File: src/rtl/core/rmst_pkg.sv
// Shared types, constants and helpers for the range-maximum segment tree core.
// No dependencies; every module in this folder imports it.
package rmst_pkg;

  localparam int LEAVES     = 1024;
  localparam int NODE_COUNT = 2 * LEAVES;
  localparam int POS_W      = $clog2(LEAVES);
  localparam int NODE_W     = $clog2(NODE_COUNT);
  localparam int LEN_W      = POS_W + 1;
  localparam int DATA_W     = 32;

  localparam logic signed [DATA_W-1:0] SENTINEL = -32'sd2000000000;

  typedef enum logic {
    CMD_UPDATE = 1'b0,
    CMD_QUERY  = 1'b1
  } cmd_t;

  // Input item as carried on the input channel.
  typedef struct packed {
    cmd_t                      cmd;
    logic [POS_W-1:0]          position;
    logic signed [DATA_W-1:0]  new_value;
    logic [POS_W-1:0]          query_low;
    logic [POS_W-1:0]          query_high;
  } in_item_t;

  // Result item as carried on the output channel.
  typedef struct packed {
    logic signed [DATA_W-1:0]  max_value;
    logic                      range_empty;
  } out_item_t;

  // One access of the node store: one write port and one read port.
  typedef struct packed {
    logic                      we;
    logic [NODE_W-1:0]         waddr;
    logic signed [DATA_W-1:0]  wdata;
    logic                      re;
    logic [NODE_W-1:0]         raddr;
  } ram_req_t;

  // Status of the tree walker seen by the top level.
  typedef struct packed {
    logic idle;
    logic done;
  } walk_stat_t;

  typedef enum logic [3:0] {
    ST_CLEAR,
    ST_IDLE,
    ST_UPD_DOWN,
    ST_UPD_READ,
    ST_UPD_WRITE,
    ST_Q_SPLIT,
    ST_Q_LEFT,
    ST_Q_RIGHT,
    ST_DRAIN,
    ST_DONE
  } walk_state_t;

  function automatic logic signed [DATA_W-1:0] smax(
    input logic signed [DATA_W-1:0] a,
    input logic signed [DATA_W-1:0] b
  );
    return (a > b) ? a : b;
  endfunction

endpackage

File: src/rtl/core/rmst_walker.sv
// Sequencer that walks the tree node by node for updates and queries,
// sharing one midpoint/compare step and one max unit. Also clears the store.
// Depends on rmst_pkg and drives the node store in rmst_node_ram.
module rmst_walker
  import rmst_pkg::*;
(
  input  logic                     clk,
  input  logic                     rst,
  input  logic                     start,
  input  in_item_t                 item,
  input  logic [POS_W-1:0]         n_m1,
  input  logic                     take,
  output walk_stat_t               stat,
  output out_item_t                result,
  output ram_req_t                 req,
  input  logic signed [DATA_W-1:0] rdata
);

  walk_state_t              state, state_next;
  logic [POS_W-1:0]         l, l_next, r, r_next;
  logic [POS_W-1:0]         rl, rl_next, rr, rr_next;
  logic [NODE_W-1:0]        k, k_next, rk, rk_next;
  logic [POS_W-1:0]         ql, ql_next, qr, qr_next, pos, pos_next;
  logic signed [DATA_W-1:0] val, val_next, best, best_next;
  logic                     empty, empty_next;
  logic                     pend, pend_next, load, load_next;
  logic [NODE_W-1:0]        clr_cnt, clr_cnt_next;

  logic [POS_W-1:0]         mid;
  logic [NODE_W-1:0]        k_left, k_right, k_up;
  logic signed [DATA_W-1:0] up_value;

  // Shared step unit: midpoint of the current interval and child indexes.
  assign mid      = l + ((r - l) >> 1);
  assign k_left   = {k[NODE_W-2:0], 1'b0};
  assign k_right  = {k[NODE_W-2:0], 1'b1};
  assign k_up     = k >> 1;
  assign up_value = smax(best, rdata);

  assign stat.idle          = (state == ST_IDLE);
  assign stat.done          = (state == ST_DONE);
  assign result.max_value   = best;
  assign result.range_empty = empty;

  // Control state registers.
  always_ff @(posedge clk) begin
    if (rst) begin
      state   <= ST_CLEAR;
      clr_cnt <= '0;
      pend    <= 1'b0;
    end else begin
      state   <= state_next;
      clr_cnt <= clr_cnt_next;
      pend    <= pend_next;
    end
  end

  // Walk registers and the running result.
  always_ff @(posedge clk) begin
    l     <= l_next;
    r     <= r_next;
    k     <= k_next;
    rl    <= rl_next;
    rr    <= rr_next;
    rk    <= rk_next;
    ql    <= ql_next;
    qr    <= qr_next;
    pos   <= pos_next;
    val   <= val_next;
    best  <= best_next;
    empty <= empty_next;
    load  <= load_next;
  end

  // Next state, store accesses and result accumulation.
  always_comb begin
    state_next   = state;
    l_next       = l;
    r_next       = r;
    k_next       = k;
    rl_next      = rl;
    rr_next      = rr;
    rk_next      = rk;
    ql_next      = ql;
    qr_next      = qr;
    pos_next     = pos;
    val_next     = val;
    empty_next   = empty;
    load_next    = load;
    clr_cnt_next = clr_cnt;
    pend_next    = 1'b0;
    req          = '0;

    // Fold in the node read issued in the previous cycle.
    best_next = best;
    if (pend) begin
      best_next = load ? rdata : smax(best, rdata);
    end

    unique case (state)
      ST_CLEAR: begin
        req.we       = 1'b1;
        req.waddr    = clr_cnt;
        req.wdata    = SENTINEL;
        clr_cnt_next = clr_cnt + NODE_W'(1);
        if (clr_cnt == NODE_W'(NODE_COUNT - 1)) begin
          state_next = ST_IDLE;
        end
      end

      ST_IDLE: begin
        if (start) begin
          pos_next   = item.position;
          val_next   = item.new_value;
          ql_next    = item.query_low;
          qr_next    = (item.query_high > n_m1) ? n_m1 : item.query_high;
          l_next     = '0;
          r_next     = n_m1;
          k_next     = NODE_W'(1);
          empty_next = 1'b0;
          best_next  = SENTINEL;
          if (item.cmd == CMD_UPDATE) begin
            if (item.position <= n_m1) begin
              state_next = ST_UPD_DOWN;
            end else begin
              // Position past the end: report the root as it stands.
              req.re     = 1'b1;
              req.raddr  = NODE_W'(1);
              pend_next  = 1'b1;
              load_next  = 1'b1;
              state_next = ST_DRAIN;
            end
          end else if (item.query_low > item.query_high || item.query_low > n_m1) begin
            empty_next = 1'b1;
            state_next = ST_DONE;
          end else begin
            state_next = ST_Q_SPLIT;
          end
        end
      end

      ST_UPD_DOWN: begin
        if (l == r) begin
          req.we    = 1'b1;
          req.waddr = k;
          req.wdata = val;
          best_next = val;
          state_next = (k == NODE_W'(1)) ? ST_DONE : ST_UPD_READ;
        end else if (pos <= mid) begin
          r_next = mid;
          k_next = k_left;
        end else begin
          l_next = mid + POS_W'(1);
          k_next = k_right;
        end
      end

      ST_UPD_READ: begin
        // Sibling of the node just written; best holds that node's value.
        req.re     = 1'b1;
        req.raddr  = k ^ NODE_W'(1);
        state_next = ST_UPD_WRITE;
      end

      ST_UPD_WRITE: begin
        req.we     = 1'b1;
        req.waddr  = k_up;
        req.wdata  = up_value;
        best_next  = up_value;
        k_next     = k_up;
        state_next = (k_up == NODE_W'(1)) ? ST_DONE : ST_UPD_READ;
      end

      ST_Q_SPLIT: begin
        // Descend until the range either is covered or splits in two.
        if (ql <= l && qr >= r) begin
          req.re     = 1'b1;
          req.raddr  = k;
          pend_next  = 1'b1;
          load_next  = (k == NODE_W'(1));
          state_next = ST_DRAIN;
        end else if (qr <= mid) begin
          r_next = mid;
          k_next = k_left;
        end else if (ql > mid) begin
          l_next = mid + POS_W'(1);
          k_next = k_right;
        end else begin
          rl_next    = mid + POS_W'(1);
          rr_next    = r;
          rk_next    = k_right;
          r_next     = mid;
          k_next     = k_left;
          state_next = ST_Q_LEFT;
        end
      end

      ST_Q_LEFT: begin
        // Left boundary path: the right edge is always covered here.
        load_next = 1'b0;
        if (ql <= l) begin
          req.re     = 1'b1;
          req.raddr  = k;
          pend_next  = 1'b1;
          l_next     = rl;
          r_next     = rr;
          k_next     = rk;
          state_next = ST_Q_RIGHT;
        end else if (ql <= mid) begin
          req.re    = 1'b1;
          req.raddr = k_right;
          pend_next = 1'b1;
          r_next    = mid;
          k_next    = k_left;
        end else begin
          l_next = mid + POS_W'(1);
          k_next = k_right;
        end
      end

      ST_Q_RIGHT: begin
        // Right boundary path: the left edge is always covered here.
        load_next = 1'b0;
        if (qr >= r) begin
          req.re     = 1'b1;
          req.raddr  = k;
          pend_next  = 1'b1;
          state_next = ST_DRAIN;
        end else if (qr > mid) begin
          req.re    = 1'b1;
          req.raddr = k_left;
          pend_next = 1'b1;
          l_next    = mid + POS_W'(1);
          k_next    = k_right;
        end else begin
          r_next = mid;
          k_next = k_left;
        end
      end

      ST_DRAIN: begin
        state_next = ST_DONE;
      end

      ST_DONE: begin
        if (take) begin
          state_next = ST_IDLE;
        end
      end

      default: begin
        state_next = ST_IDLE;
      end
    endcase
  end

endmodule

File: config.mk
export PLATFORM = sky130hd
export DESIGN_NAME = rmst_walker
export DESIGN_NICKNAME = d
export VERILOG_FILES = /design/src/rtl/core/rmst_pkg.sv /design/src/rtl/core/rmst_walker.sv
export SDC_FILE = /design/constraint.sdc
export NUM_CORES = 1
export LEC_CHECK = 0
export BUFFER_PORTS_ARGS = -buffer_cell sky130_fd_sc_hd__buf_2
export CAP_MARGIN = 20
export CORE_ASPECT_RATIO = 2
export CORE_MARGIN = 2
export CORE_UTILIZATION = 44
export DETAILED_ROUTE_END_ITERATION = 12
export PLACE_DENSITY = 0.72
export SYNTH_ARGS = -nofsm -noshare
export SYNTH_HDL_FRONTEND = slang
export SYNTH_SLANG_ARGS = --single-unit
export TNS_END_PERCENT = 1
File: constraint.sdc
create_clock -name clk -period 7.4 [get_ports clk]
set_input_delay 1.48 -clock clk [delete_from_list [all_inputs] [get_ports clk]]
set_output_delay 1.48 -clock clk [all_outputs]
set_load 0.01 [all_outputs]
==> results.cfg <==
[drt]
avgRoutedWirePerCell_um = 20.47
vias = 10004
firstDrtPassIters = 6
drtIter0Drc = 737
drc = 0
vias_per_cell = 5.895
finalWirelength_mm = 34.73
drt.antenna.violating_nets = 0

[place]
preCtsSetupSlack_ns = 0.5872
dp_hpwl_mm = 26.49
gp_congestion = 0.9245
portBuffers = 199

[sta]
relSlewSlack = 0.2609
clock_skew_ns = 0.01141
fin_crit_ns = 7.025
fin_ws_ns = 0.3752
setup_viol = 0
grt_setup_unrepaired = false
tns_ns = 0
slew_violations = 0
tightest_slew_ns = 1.101
hold_viol = 0
fin_crit_sh = 0.9493
maxClockFrequency_mhz = 142.4

[synth]
ys_async_sr_fraction = 0
yosys.area_share.simple = 0.1149
synth-edff-count = 125
synth_area_leaders = edfxtp_1, ha_1, dfxtp_1
synth-seq-cells = 173
yosysWarnings = 0
synth_mux_area_frac = 0.05689
yosysTopAreaCell = edfxtp_1
synth_top_family_by_area = compound AO/OA/AOI/OAI gates
synthAdderAreaFrac = 0.1570
synth_area_mm2 = 0.01157
avgSynthCellArea_um2 = 10.18
synth_nets = 1389
yosysSeqAreaShare = 0.4075
ys_types = 75
synth_top_flop_cell = edfxtp_1
synth_cells = 1136
synth-compound-area-share = 0.1924
synth_top_cell_area_share = 0.3245
yosys.area_share.xor_xnor = 0.02044

[setup_path]
worstPathCellList = inv_1 -> ha_1 -> nor2b_1 -> o21ai_0 -> a21boi_0 -> o21ai_1 -> a21oi_1 -> nor2_1 -> xnor2_1 -> ha_1 -> a21oi_1 -> a21boi_0 -> xor2_1 -> buf_4 -> ha_1 -> a21o_1 -> a211oi_1 -> a21oi_1 -> o31ai_1 -> buf_4 -> nand2_1 -> o21a_1 -> o221ai_1 -> buf_2
end_kind = output pin
reg2reg_depth = 22
max_stage_delay_ns = 0.40
r2r-end = l[2]$_DFFE_PP_
cp.required_ns = 5.92
r2r_setup_slack_ns = 1.63
cp_max_fo = 7
arrival_ns = 5.54
r2r_start = l[1]$_DFFE_PP_
crit_path_top_delay_cell = edfxtp_1
critical_path_class = register to output pin
critPathLaunchType = register

[clock_network]
clockBufferDepth = 2
cts.sinks = 173
clockRootBuffer = clkbuf_16
cts_hold_buffers = 0
htreeDepth = 4
clk_pin_slew_ns = 0.07
cts_tree = done
worstSkewPairLatency_ns = 0.45
cts_buffers = 17

[floorplanning]
fp-row-count = 84
die_w_um = 118.7
start_util = 0.4438
die_h_um = 233.3
io_pins = 200
core_mm2 = 0.02607
die_area_mm2 = 0.02768

[finish]
final_cell_mix = buf_2, ha_1, edfxtp_1
final_common_cell = buf_2
fill_cells = 2467
final_layout_size_suffix_gt1_frac = 0.2139
final_nets = 1591
area_growth_syn_to_layout_pct = 17.74

[global_route]
use_met1 = 0.3220
grt_use_met3 = 0.04248
grt_max_degree = 64
grt_antenna_before_repair = 2
grt_pass1_vias = 9838
use_met2 = 0.4118
grt_pass1_wl_mm = 53.70
track_usage = 0.2484
grt_overflow_total = 0
grt_busiest_layer = met2

[run]
cap_violations = 0

[worst_hold_path]
min_from = r[2]$_DFFE_PP_
whs_path_depth = 0
hp-class = register to register
holdPathEnd = rr[2]$_DFFE_PP_

[status]
status = completed
## worst max path at each step
stage,start,end,slack (ns),cells after the start
after CTS,l[1]$_DFFE_PP_,req[7],0.04,23
after detailed placement,l[1]$_DFFE_PP_,req[7],0.59,23
after global placement,l[1]$_DFFE_PP_,req[3],0.70,23
after global routing,l[0]$_DFFE_PP_,req[0],0.0002,26
final,l[1]$_DFFE_PP_,req[0],0.38,24
after floorplan,l[1]$_DFFE_PP_,rk[10]$_DFFE_PP_,0.98,20
## synth_stat cells, types with 15 or more instances
cell,instances
dfxtp_1,48
nor2_1,35
mux2i_1,53
o211ai_1,18
and3_1,15
nor3_1,17
nand2_1,108
ha_1,142
nand4_1,18
a221o_1,16
a21oi_1,47
clkbuf_1,25
a21o_1,18
inv_1,104
a22o_1,23
nand3_1,22
xnor2_1,15
o21ai_0,74
edfxtp_1,125
o21bai_1,24
## timing repair
item / CTS / global route
buffers inserted: 0 / 2
resized for setup: 0 / 6
setup endpoints to repair: 0 / 12
## layer usage
metal / up-vias / routed length, um / share of wire
met5: - / 0 / 0
met4: 0 / 1066 / 0.031
met3: 56 / 2358 / 0.068
met2: 422 / 16860 / 0.49
met1: 4829 / 14450 / 0.42
li1: 4697 / - / -
## logic make-up (layout without fill, tap and decap cells)
kind of cell	Yosys count	count (layout)
buffers and inverters	141	356
adders and majority gates	144	144
muxes	64	64
AOI/OAI and AO/OA	315	315
xor gates and xnor gates	27	27
DFF	173	173
and+or+nand+nor	272	272
other	0	2
## critical path, delay by kind of cell (launching register included)
family | cells | cell delay (ns)
flops | 1 | 0.40
simple gates | 3 | 0.43
compound gates | 12 | 2.47
buf+inv | 4 | 0.62
xor+xnor | 2 | 0.30
fa+ha+maj | 3 | 0.88
## flip-flops by register name, indices dropped and copies added (netlist names), 11 cells and up
signal   count
clr_cnt     11
k           11
best        32
val         32
## area by class of cell
type                    count  area (um2)  share of cell area
multi-input cells         822        6335              0.4651
flip-flops and latches    173        4715              0.3461
repair buffers            219        1180             0.08662
clock buffers              20       478.0             0.03509
well taps                 344       430.4             0.03160
inverters                 105       394.1             0.02894
clock inverters            12       83.83            0.006155
diodes                      2       5.005           0.0003674
## through the flow
step	instances	area (um2)	utilization	hold slack, ns
3_3_place_gp	1658	12960	0.4971	0.4666
6_report	1697	13620	0.5226	0.4941
3_5_place_dp	1659	12970	0.4976	0.4858
2_1_floorplan	1136	11570	-	0.4244
4_1_cts	1691	13530	0.5191	0.4958
5_1_grt	1696	13620	0.5225	0.5042
Power is left out: the tool's default activity adds up to more than one toggle a clock period on the data nets, which glitch-free logic cannot reach.
